`src/rtl/wdf_pkg.sv`:
```
// Shared types and constants for the waypoint duplicate filter.
`default_nettype none
package wdf_pkg;

	localparam int NUM_POS = 6;
	localparam int POS_W   = 32;
	localparam int JC_W    = 3;
	localparam int CNT_W   = 16;
	localparam int THR_W   = 31;
	localparam int ADDR_W  = 3;
	localparam int DATA_W  = 32;

	localparam logic [THR_W-1:0] THR_RESET = THR_W'(105);
	localparam logic [CNT_W-1:0] CNT_MAX   = {CNT_W{1'b1}};
	localparam logic [1:0]       KEPT_SAT  = 2'd3;
	localparam logic [1:0]       KEPT_ONE  = 2'd1;

	// Register index is paddr[ADDR_W-1:2].
	localparam logic REG_DUP_THRESHOLD = 1'b0;

	typedef struct packed {
		logic                             keep;
		logic [NUM_POS-1:0][POS_W-1:0]    pos;
		logic [JC_W-1:0]                  joints_used;
		logic [CNT_W-1:0]                 removed;
	} wdf_result_t;

endpackage
`default_nettype wire

```
`src/rtl/wdf_lane.sv`:
```
// One joint lane: absolute difference against the kept position, compared to threshold.
`default_nettype none
module wdf_lane (
	input  wire logic                             active,
	input  wire logic signed [wdf_pkg::POS_W-1:0] cur_pos,
	input  wire logic signed [wdf_pkg::POS_W-1:0] kept_pos,
	input  wire logic        [wdf_pkg::THR_W-1:0] threshold,
	output logic                                  exceed
);

	logic signed [wdf_pkg::POS_W:0] diff;
	logic        [wdf_pkg::POS_W:0] mag;

	always_comb begin
		diff = {cur_pos[wdf_pkg::POS_W-1], cur_pos} - {kept_pos[wdf_pkg::POS_W-1], kept_pos};
		mag  = diff[wdf_pkg::POS_W] ? (~diff + 1'b1) : diff;
		exceed = active && (mag > {{(wdf_pkg::POS_W + 1 - wdf_pkg::THR_W){1'b0}}, threshold});
	end

endmodule
`default_nettype wire

```
`src/rtl/wdf_out_buf.sv`:
```
// Output register with a skid entry so the input side can accept one more result during a stall.
`default_nettype none
module wdf_out_buf (
	input  wire logic                 clk,
	input  wire logic                 arst_n,
	input  wire logic                 push,
	input  wire wdf_pkg::wdf_result_t push_data,
	output logic                      full,
	output logic                      out_valid,
	input  wire logic                 out_stall,
	output wdf_pkg::wdf_result_t      out_data
);

	logic                 ov_q;
	logic                 sv_q;
	wdf_pkg::wdf_result_t out_q;
	wdf_pkg::wdf_result_t skid_q;
	logic                 pop;

	assign pop       = ov_q && !out_stall;
	assign full      = sv_q;
	assign out_valid = ov_q;
	assign out_data  = out_q;

	always_ff @(posedge clk or negedge arst_n) begin
		if (!arst_n) begin
			ov_q <= 1'b0;
			sv_q <= 1'b0;
		end else if (pop) begin
			if (sv_q) begin
				sv_q <= 1'b0;
			end else if (!push) begin
				ov_q <= 1'b0;
			end
		end else if (push) begin
			if (ov_q) begin
				sv_q <= 1'b1;
			end else begin
				ov_q <= 1'b1;
			end
		end
	end

	always_ff @(posedge clk) begin
		if (pop) begin
			if (sv_q) begin
				out_q <= skid_q;
			end else if (push) begin
				out_q <= push_data;
			end
		end else if (push) begin
			if (ov_q) begin
				skid_q <= push_data;
			end else begin
				out_q <= push_data;
			end
		end
	end

endmodule
`default_nettype wire

```
`src/rtl/waypoint_duplicate_filter_top.sv`:
```
// Top level: lanes, merge of lane flags, kept-point state, config register, output buffer.
// Latency: a result is valid the cycle after its input transfer unless an earlier
//   result is still held in the output register by out_stall.
// Throughput: one waypoint per cycle while in_stall is low; the lane compares, the
//   flag merge and the kept-state update all finish in the cycle of the transfer.
// in_stall rises only when both the output register and its skid entry hold results.
// Reset: arst_n clears stream state and buffer control, threshold returns to 105.
`default_nettype none
module waypoint_duplicate_filter_top #(
	parameter int MAX_JOINTS = 6
) (
	input  wire logic                               clk,
	input  wire logic                               arst_n,
	input  wire logic                               in_valid,
	output logic                                    in_stall,
	input  wire logic signed [wdf_pkg::POS_W-1:0]   joint_pos_0,
	input  wire logic signed [wdf_pkg::POS_W-1:0]   joint_pos_1,
	input  wire logic signed [wdf_pkg::POS_W-1:0]   joint_pos_2,
	input  wire logic signed [wdf_pkg::POS_W-1:0]   joint_pos_3,
	input  wire logic signed [wdf_pkg::POS_W-1:0]   joint_pos_4,
	input  wire logic signed [wdf_pkg::POS_W-1:0]   joint_pos_5,
	input  wire logic        [wdf_pkg::JC_W-1:0]    joints_used,
	input  wire logic                               final_point,
	output logic                                    out_valid,
	input  wire logic                               out_stall,
	output logic                                    keep,
	output logic signed      [wdf_pkg::POS_W-1:0]   out_pos_0,
	output logic signed      [wdf_pkg::POS_W-1:0]   out_pos_1,
	output logic signed      [wdf_pkg::POS_W-1:0]   out_pos_2,
	output logic signed      [wdf_pkg::POS_W-1:0]   out_pos_3,
	output logic signed      [wdf_pkg::POS_W-1:0]   out_pos_4,
	output logic signed      [wdf_pkg::POS_W-1:0]   out_pos_5,
	output logic             [wdf_pkg::JC_W-1:0]    out_joints_used,
	output logic             [wdf_pkg::CNT_W-1:0]   removed_total,
	input  wire logic                               psel,
	input  wire logic                               penable,
	input  wire logic                               pwrite,
	input  wire logic        [wdf_pkg::ADDR_W-1:0]  paddr,
	input  wire logic        [wdf_pkg::DATA_W-1:0]  pwdata,
	output logic             [wdf_pkg::DATA_W-1:0]  prdata,
	output logic                                    pready
);

	localparam int LANES = (MAX_JOINTS < wdf_pkg::NUM_POS) ? MAX_JOINTS : wdf_pkg::NUM_POS;

	logic [wdf_pkg::THR_W-1:0]   thr_q;
	logic signed [wdf_pkg::POS_W-1:0] kept_pos_q [LANES];
	logic [wdf_pkg::JC_W-1:0]    kept_n_q;
	logic                        in_traj_q;
	logic [1:0]                  kept_cnt_q;
	logic [wdf_pkg::CNT_W-1:0]   removed_q;

	logic signed [wdf_pkg::POS_W-1:0] in_pos [wdf_pkg::NUM_POS];
	logic [LANES-1:0]            lane_exceed;
	logic                        any_exceed;
	logic                        keep_c;
	logic [wdf_pkg::CNT_W-1:0]   removed_c;
	logic                        push;
	logic                        buf_full;
	wdf_pkg::wdf_result_t        res_in;
	wdf_pkg::wdf_result_t        res_out;
	logic                        cfg_wr;

	assign in_pos[0] = joint_pos_0;
	assign in_pos[1] = joint_pos_1;
	assign in_pos[2] = joint_pos_2;
	assign in_pos[3] = joint_pos_3;
	assign in_pos[4] = joint_pos_4;
	assign in_pos[5] = joint_pos_5;

	// config port
	assign pready = 1'b1;
	assign cfg_wr = psel && penable && pwrite && pready;

	always_comb begin
		prdata = '0;
		if (paddr[wdf_pkg::ADDR_W-1] == wdf_pkg::REG_DUP_THRESHOLD) begin
			prdata = {{(wdf_pkg::DATA_W - wdf_pkg::THR_W){1'b0}}, thr_q};
		end
	end

	always_ff @(posedge clk or negedge arst_n) begin
		if (!arst_n) begin
			thr_q <= wdf_pkg::THR_RESET;
		end else if (cfg_wr && paddr[wdf_pkg::ADDR_W-1] == wdf_pkg::REG_DUP_THRESHOLD) begin
			thr_q <= pwdata[wdf_pkg::THR_W-1:0];
		end
	end

	// lanes
	for (genvar j = 0; j < LANES; j++) begin : g_lane
		wdf_lane u_lane (
			.active    (joints_used > wdf_pkg::JC_W'(j)),
			.cur_pos   (in_pos[j]),
			.kept_pos  (kept_pos_q[j]),
			.threshold (thr_q),
			.exceed    (lane_exceed[j])
		);
	end

	// merge: largest difference above threshold iff some lane is above it
	assign any_exceed = |lane_exceed;

	always_comb begin
		keep_c = !in_traj_q || (joints_used != kept_n_q) || any_exceed
			|| (final_point && kept_cnt_q == wdf_pkg::KEPT_ONE);
		removed_c = removed_q;
		if (!keep_c && removed_q != wdf_pkg::CNT_MAX) begin
			removed_c = removed_q + 1'b1;
		end
	end

	assign in_stall = buf_full;
	assign push     = in_valid && !in_stall;

	always_ff @(posedge clk or negedge arst_n) begin
		if (!arst_n) begin
			kept_n_q   <= '0;
			in_traj_q  <= 1'b0;
			kept_cnt_q <= '0;
			removed_q  <= '0;
		end else if (push) begin
			if (final_point) begin
				kept_n_q   <= '0;
				in_traj_q  <= 1'b0;
				kept_cnt_q <= '0;
				removed_q  <= '0;
			end else begin
				removed_q <= removed_c;
				if (keep_c) begin
					kept_n_q  <= joints_used;
					in_traj_q <= 1'b1;
					if (kept_cnt_q != wdf_pkg::KEPT_SAT) begin
						kept_cnt_q <= kept_cnt_q + 1'b1;
					end
				end
			end
		end
	end

	always_ff @(posedge clk) begin
		if (push && keep_c) begin
			for (int j = 0; j < LANES; j++) begin
				kept_pos_q[j] <= in_pos[j];
			end
		end
	end

	always_comb begin
		res_in.keep        = keep_c;
		for (int j = 0; j < wdf_pkg::NUM_POS; j++) begin
			res_in.pos[j] = in_pos[j];
		end
		res_in.joints_used = joints_used;
		res_in.removed     = removed_c;
	end

	wdf_out_buf u_out_buf (
		.clk       (clk),
		.arst_n    (arst_n),
		.push      (push),
		.push_data (res_in),
		.full      (buf_full),
		.out_valid (out_valid),
		.out_stall (out_stall),
		.out_data  (res_out)
	);

	assign keep            = res_out.keep;
	assign out_pos_0       = res_out.pos[0];
	assign out_pos_1       = res_out.pos[1];
	assign out_pos_2       = res_out.pos[2];
	assign out_pos_3       = res_out.pos[3];
	assign out_pos_4       = res_out.pos[4];
	assign out_pos_5       = res_out.pos[5];
	assign out_joints_used = res_out.joints_used;
	assign removed_total   = res_out.removed;

	a_stall_has_result: assert property (@(posedge clk) disable iff (!arst_n)
		in_stall |-> out_valid)
		else $error("input stalled with no result pending");

	a_final_clears: assert property (@(posedge clk) disable iff (!arst_n)
		(push && final_point) |=> (!in_traj_q && removed_q == '0 && kept_cnt_q == '0))
		else $error("stream state not cleared after final point");

	a_kept_holds_count: assert property (@(posedge clk) disable iff (!arst_n)
		(push && !final_point && keep_c) |=> (removed_q == $past(removed_q)))
		else $error("removed count changed on a kept waypoint");

	a_first_kept: assert property (@(posedge clk) disable iff (!arst_n)
		(push && !in_traj_q) |-> res_in.keep)
		else $error("first waypoint of a trajectory not kept");

endmodule
`default_nettype wire
```
`config.mk`:
```
export PLATFORM = sky130hd
export DESIGN_NAME = waypoint_duplicate_filter_top
export DESIGN_NICKNAME = d
export VERILOG_FILES = /design/src/rtl/wdf_pkg.sv /design/src/rtl/wdf_lane.sv /design/src/rtl/wdf_out_buf.sv /design/src/rtl/waypoint_duplicate_filter_top.sv
export SDC_FILE = /design/constraint.sdc
export NUM_CORES = 2
export LEC_CHECK = 0
export ABC_AREA = 1
export BUFFER_PORTS_ARGS = -buffer_cell sky130_fd_sc_hd__buf_2
export CAP_MARGIN = 10
export CORE_AREA = 3 3 395 319
export DETAILED_ROUTE_END_ITERATION = 8
export DIE_AREA = 0 0 398 322
export PLACE_DENSITY_LB_ADDON = 0.25
export SLEW_MARGIN = 25
export SYNTH_ARGS = -nofsm -noshare
export SYNTH_HDL_FRONTEND = slang
export SYNTH_SLANG_ARGS = --single-unit
```
`constraint.sdc`:
```
create_clock -name clk -period 12.2 [get_ports clk]
set_clock_uncertainty 0.15 [all_clocks]
set_input_delay 0.61 -clock clk [delete_from_list [all_inputs] [get_ports clk]]
set_output_delay 0.61 -clock clk [all_outputs]
set_load 0.01 [all_outputs]
```
Yosys cells after proc, flatten, opt, wreduce, memory -nomap -nowiden
Memory sizes are Yosys's and may differ from the RTL's.
Cells that the tools add are included.
W data, S select, Z words.
Operators by class
  shifts and indexed selects: 0
  multipliers: 0
  div/mod/pow operators: 0
  reduce and logical (&&, ||, !) cells: 33
  $add $sub $neg: 14
  bitwise operators: 8
  $lt $le $gt $ge: 12
  eq/ne operators: 7
  muxes and demuxes: 30
Operator list (number)
  $mux W212: 5
  $add A33 B1 Y33 const B: 6
  $gt A33 B31 Y1: 6
  $mux W33: 6
  $not A33 Y33: 6
  $sub A32 B32 Y33: 6
  $mux W16: 2
  $mux W31: 1
  $add A16 B1 Y16 const B: 1
  $ne A16 B16 Y1 const B: 1
  $logic_and A1 B1 Y1: 14
  $reduce_and A3 Y1: 4
  $mux W1: 11
  $reduce_bool A2 Y1: 5
  $ne A2 B2 Y1 const B: 4
  $gt A3 B1 Y1 const B: 2
  $gt A3 B2 Y1 const B: 2
  $gt A3 B3 Y1 const B: 2
  $mux W2: 3
  $mux W3: 2
  $reduce_or A6 Y1: 1
  $logic_not A1 Y1: 4
  $reduce_and A2 Y1: 2
  $logic_or A1 B1 Y1: 3
  4 further kinds: 5
Word-level totals
  output and inout bits: 247
  bits in writable memories: 192
  memories kept: 1
  ROM bits: 0
  bits in registers: 479
  bits in latches: 0
  input port bits: 238
Memories
  kept_pos_q: depth 6, width 32, rd ports 6, clocked after Yosys merged registers in 0, write ports 6, RTL line waypoint_duplicate_filter_top.sv:47  | logic signed [wdf_pkg::POS_W-1:0] kept_pos_q [LANES];

Depth between registers and ports, before layout
An unclocked memory read counts as a cell.
  word-level depth: 16
  mapped depth: 46
  gate-level depth less buffers: 45

By module
From an unflattened synthesis, not the netlist that was laid out.
Unflattened totals
  cell total of the unflattened synthesis: 7109
  area total of the unflattened synthesis: 52256.4 sq um
Modules (own cells, without submodules)
  wdf_lane (g_lane[0].u_lane ...): area each 4534.3 sq um, times used 4, cells each 875
  wdf_out_buf: area each 16274.4 sq um, times used 1, cells each 1172
  waypoint_duplicate_filter_top: area each 8862.2 sq um, times used 1, cells each 642
  wdf_lane (g_lane[1].u_lane): area each 4535.6 sq um, times used 1, cells each 904
  wdf_lane (g_lane[2].u_lane): area each 4446.8 sq um, times used 1, cells each 891

Worst setup path before layout
OpenSTA, ideal clock, no wires.
  path kind: input to register
  from: input in_valid
  to: register u_out_buf.out_q (netlist bit u_out_buf.out_data[0]), enable pin
  library setup time: 856 ps
  setup slack: -7 ps
  stages on the path: 4
  required time: 11194 ps
  buffers on the path: 0
  arrival time: 11202 ps
  path through: nand2_1 -> inv_1 -> a21oi_1 -> a21oi_1
On the way
  word-level cells in the longest chain between the ends: 3
  elaborated cells on any way between the ends: 4
RTL lines
  start: declaration: RTL line waypoint_duplicate_filter_top.sv:14  | input wire logic in_valid,
  $logic_and A1 B1 Y1 *: RTL line waypoint_duplicate_filter_top.sv:114  | assign push = in_valid && !in_stall;
  $reduce_bool A2 Y1 (no line)
  $reduce_and A3 Y1 (no line) *
  end signal: assignment: RTL line wdf_out_buf.sv:47  | out_q <= skid_q;
  end signal: assignment: RTL line wdf_out_buf.sv:49  | out_q <= push_data;
  end signal: assignment: RTL line wdf_out_buf.sv:55  | out_q <= push_data;
  end: declaration: RTL line wdf_out_buf.sv:16  | wdf_pkg::wdf_result_t out_q;
Mark *: on every way between the ends. The rest lies on a longest branch, timed or not.
A chain may end at the register's enable or synchronous reset.

==> metrics.md <==
| Metric | Value |
|---|---|
| Status | completed |
| Post-route ant nets | 0 |
| Worst-path clk slew | 0.06 ns |
| Worst setup path end | kept_pos_q[4][30]$_DFFE_PP_ |
| Crit. Startpoint | joint_pos_0[0] |
| DR iter-0 viols | 3297 |
| Setup bufs post-CTS | 0 |
| Largest net degree at the start of global routing | 83 |
| DP Wirelength | 116000 µm |
| EDFF count, synth | 616 |
| Hold Path Depth | 1 |
| Post-Place Cells | 8644 |
| FF-to-FF path depth | 41 |
| Slew Limit Fails | 0 |
| Fin crit share | 0.669 |
| Starting Density | 0.399 |
| Tmin final | 8.16 ns |
| Synth-to-layout area growth | 17.5% |
| Reg2Reg Setup Slack | 4.27 ns |
| Slowest stage delay, CP | 0.75 ns |
| Initial antenna violation count | 7 |
| Worst slew margin | 0.302 |
| Critical Path RT | 12.35 ns |
| Sum of negative setup slack | 0 ns |
| Netlist cell types | 61 |
| Most common cell after layout, fill and taps aside | nand2_1 |
| Slew @ Worst Pin | 1.05 ns |
| I/O pin cnt | 485 |
| Post_cts resized | 0 |
| Vias in the first global route | 41.0k |
| Core Area | 122000 µm² |
| Yosys Warn Count | 0 |
| IO buf count | 479 |
| Post-Syn Area per Cell | 7.42 µm² |
| All-Layer GR Usage | 0.230 |
| Seq cells post-synth | 671 |
| Reg-to-Reg End | kept_pos_q[4][30]$_DFFE_PP_ |
| CP most frequent cell | nand2_1 |
| Leak | 29.2 nW |
| Vias per cell | 4.90 |
| Hold Vio Cnt, Final | 0 |
| H-tree depth | 3 |
| Crit Path Max Fanout | 82 |
| Mapped Cells | 6581 |
| Worst r2r src | kept_pos_q[0][0]$_DFFE_PP_ |
| Async S/R FF share, synth | 0.0820 |
| Seq/Total Area, Yosys | 0.407 |
| First-pass GRT wire length | 231000 µm |
| CP Launch Type | input port |
| Placed cell areas | 53200 µm² |
| Fin area | 57400 µm² |
| Finished Layout Cells | 8956 |
| Max VDD drop | 0.105 mV |
| CTS tree | yes |
| Drt first pass iters | 7 |
| Critical path class | input port to flip-flop |
| Crit-path slowest cell | buf_4 |
| RSZ-0062 raised after global routing | no |
| Die Width | 398 µm |
| GR Overflow Total | 0 |
| HP Class | input port to flip-flop |
| Fmax | 123 MHz |
| FILL cells | 12.3k |
| Ratio of cells with drive above 1 in the final layout | 0.0947 |
| Num CTS Buffers | 73 |
| GP Congestion | 0.909 |
| Max Cap Viol | 0 |
| Worst skew pair latency | 0.69 ns |
| Top_reg_cell synth | edfxtp_1 |
| Wire length per cell | 16.7 µm |
| Via Count | 43.9k |
| Nets | 7891 |
| Final WL | 149000 µm |
| Area of the mapped netlist | 48800 µm² |
| Pwr/cell area | 181 nW/µm² |
| Clock Path Buffers | 3 |
| Most frequent cells in the layout | nand2_1, inv_1, edfxtp_1 |
| Clock Sinks | 671 |
| Arr. time, crit path | 8.31 ns |
| DIE HEIGHT | 322 µm |
| Root buffer cell | clkbuf_16 |
| Die Area | 128000 µm² |
| DRC | 0 |
| Core Rows | 115 |
| Final setup fails | 0 |
| Synth Net Count | 7212 |
| CP endpoint kind | flip-flop |
[layout make-up]
class / count / area [µm²] / area share
clock inverters: 37 / 465 / 0.00811
repair buffers: 689 / 4420 / 0.0771
flip-flops and latches: 671 / 19900 / 0.346
well taps: 1638 / 2050 / 0.0357
diodes: 4 / 10.0 / 0.000174
multi-input cells: 4703 / 24400 / 0.425
clock buffers: 92 / 1940 / 0.0338
inverters: 1122 / 4220 / 0.0736
[power breakdown]
part | leakage [nW] | internal, W | switching [W]
clock | 1.16 | 0.00131 | 0.000961
sequential | 6.46 | 0.00312 | 0.000122
combinational | 21.6 | 0.00158 | 0.00330
total | 29.2 | 0.00601 | 0.00438
[flip-flops by register name, indices dropped and copies added (netlist names)]
register / flops
kept_cnt_q: 2
u_out_buf.out_valid: 1
removed_q: 16
in_traj_q: 1
kept_pos_q: 192
u_out_buf.full: 1
u_out_buf.out_data: 212
kept_n_q: 3
u_out_buf.skid_q: 212
thr_q: 31
[critical path, delay by kind of cell]
| family | cells | cell delay [ns] |
|---|---|---|
| xor+xnor | 1 | 0.22 |
| fa+ha+maj | 3 | 0.97 |
| compound gates | 4 | 0.82 |
| simple gates | 27 | 2.75 |
| buf+inv | 9 | 2.82 |
[synthesized netlist by cell type (4+ instances only)]
master | number | area [µm²]
a211oi_1 | 7 | 52.6
a31oi_1 | 6 | 37.5
dfstp_2 | 4 | 105
dfrtp_1 | 51 | 1280
nand3_1 | 303 | 1520
a21o_1 | 4 | 30.0
a21oi_1 | 286 | 1430
nand4_1 | 121 | 757
or2_2 | 8 | 50.1
clkbuf_1 | 73 | 274
nor2_1 | 553 | 2080
fa_1 | 6 | 120
xor2_1 | 170 | 1490
edfxtp_1 | 616 | 18500
nand2_1 | 2409 | 9040
o21bai_1 | 15 | 113
xnor2_1 | 52 | 455
o211ai_1 | 4 | 30.0
nand3_2 | 6 | 60.1
nand2_2 | 18 | 113
a21boi_0 | 4 | 30.0
buf_4 | 5 | 37.5
ha_1 | 387 | 4840
nand3b_1 | 42 | 315
nor4_1 | 19 | 119
inv_2 | 8 | 30.0
nor3_1 | 79 | 395
nor2_2 | 9 | 56.3
nand4_2 | 10 | 125
and3_1 | 4 | 25.0
and2_1 | 14 | 87.6
o31ai_1 | 8 | 60.1
inv_1 | 1113 | 4180
o21ai_0 | 125 | 626
[per-layer routing]
layer / global-route usage / share of wire
met1: 0.346 / 0.50
met3: 0.0329 / 0.056
met4: 0.0482 / 0.018
met5: 0 / 0
met2: 0.351 / 0.43
[how the worst min path moves through the flow]
stage	startpoint	to	slack, ns
after global placement	in_traj_q$_DFFE_PN0P_	in_traj_q$_DFFE_PN0P_	0.34
after CTS	joints_used[1]	u_out_buf.skid_q[17]$_DFFE_PP_	0.0004
final	joint_pos_3[29]	u_out_buf.skid_q[144]$_DFFE_PP_	0.05
after global routing	joint_pos_2[18]	u_out_buf.skid_q[101]$_DFFE_PP_	0.009
after detailed placement	in_traj_q$_DFFE_PN0P_	in_traj_q$_DFFE_PN0P_	0.35
after floorplan	arst_n	in_traj_q$_DFFE_PN0P_	0.16
[timing repair]
item / 4_1_cts / 5_1_grt
hold buffers: 179 / 0
setup endpoints to repair: 0 / 0
hold endpoints to repair: 393 / 0
[metrics by stage]
step	total power, W	utilization	hold slack [ns]	setup WS [ns]
floorplan	0.00669	-	0.164	1.63
global placement	0.00799	0.434	0.339	4.09
detailed placement	0.00810	0.434	0.348	3.88
CTS	0.0105	0.469	0.000408	4.10
global route	0.0113	0.469	0.00928	3.36
finish	0.0104	0.469	0.0516	4.04
[logic make-up after synthesis]
group | Yosys count | share of synthesized area
flip-flops | 671 | 0.407
adder cells (fa/ha/maj) | 393 | 0.102
AND/OR/NAND/NOR | 3611 | 0.305
XOR/XNOR | 225 | 0.0408
AO/OA/AOI/OAI | 472 | 0.0515
other | 2 | 0.000154
buffers and inverters | 1207 | 0.0938
No activity file was read; power rests on OpenSTA's default activity.
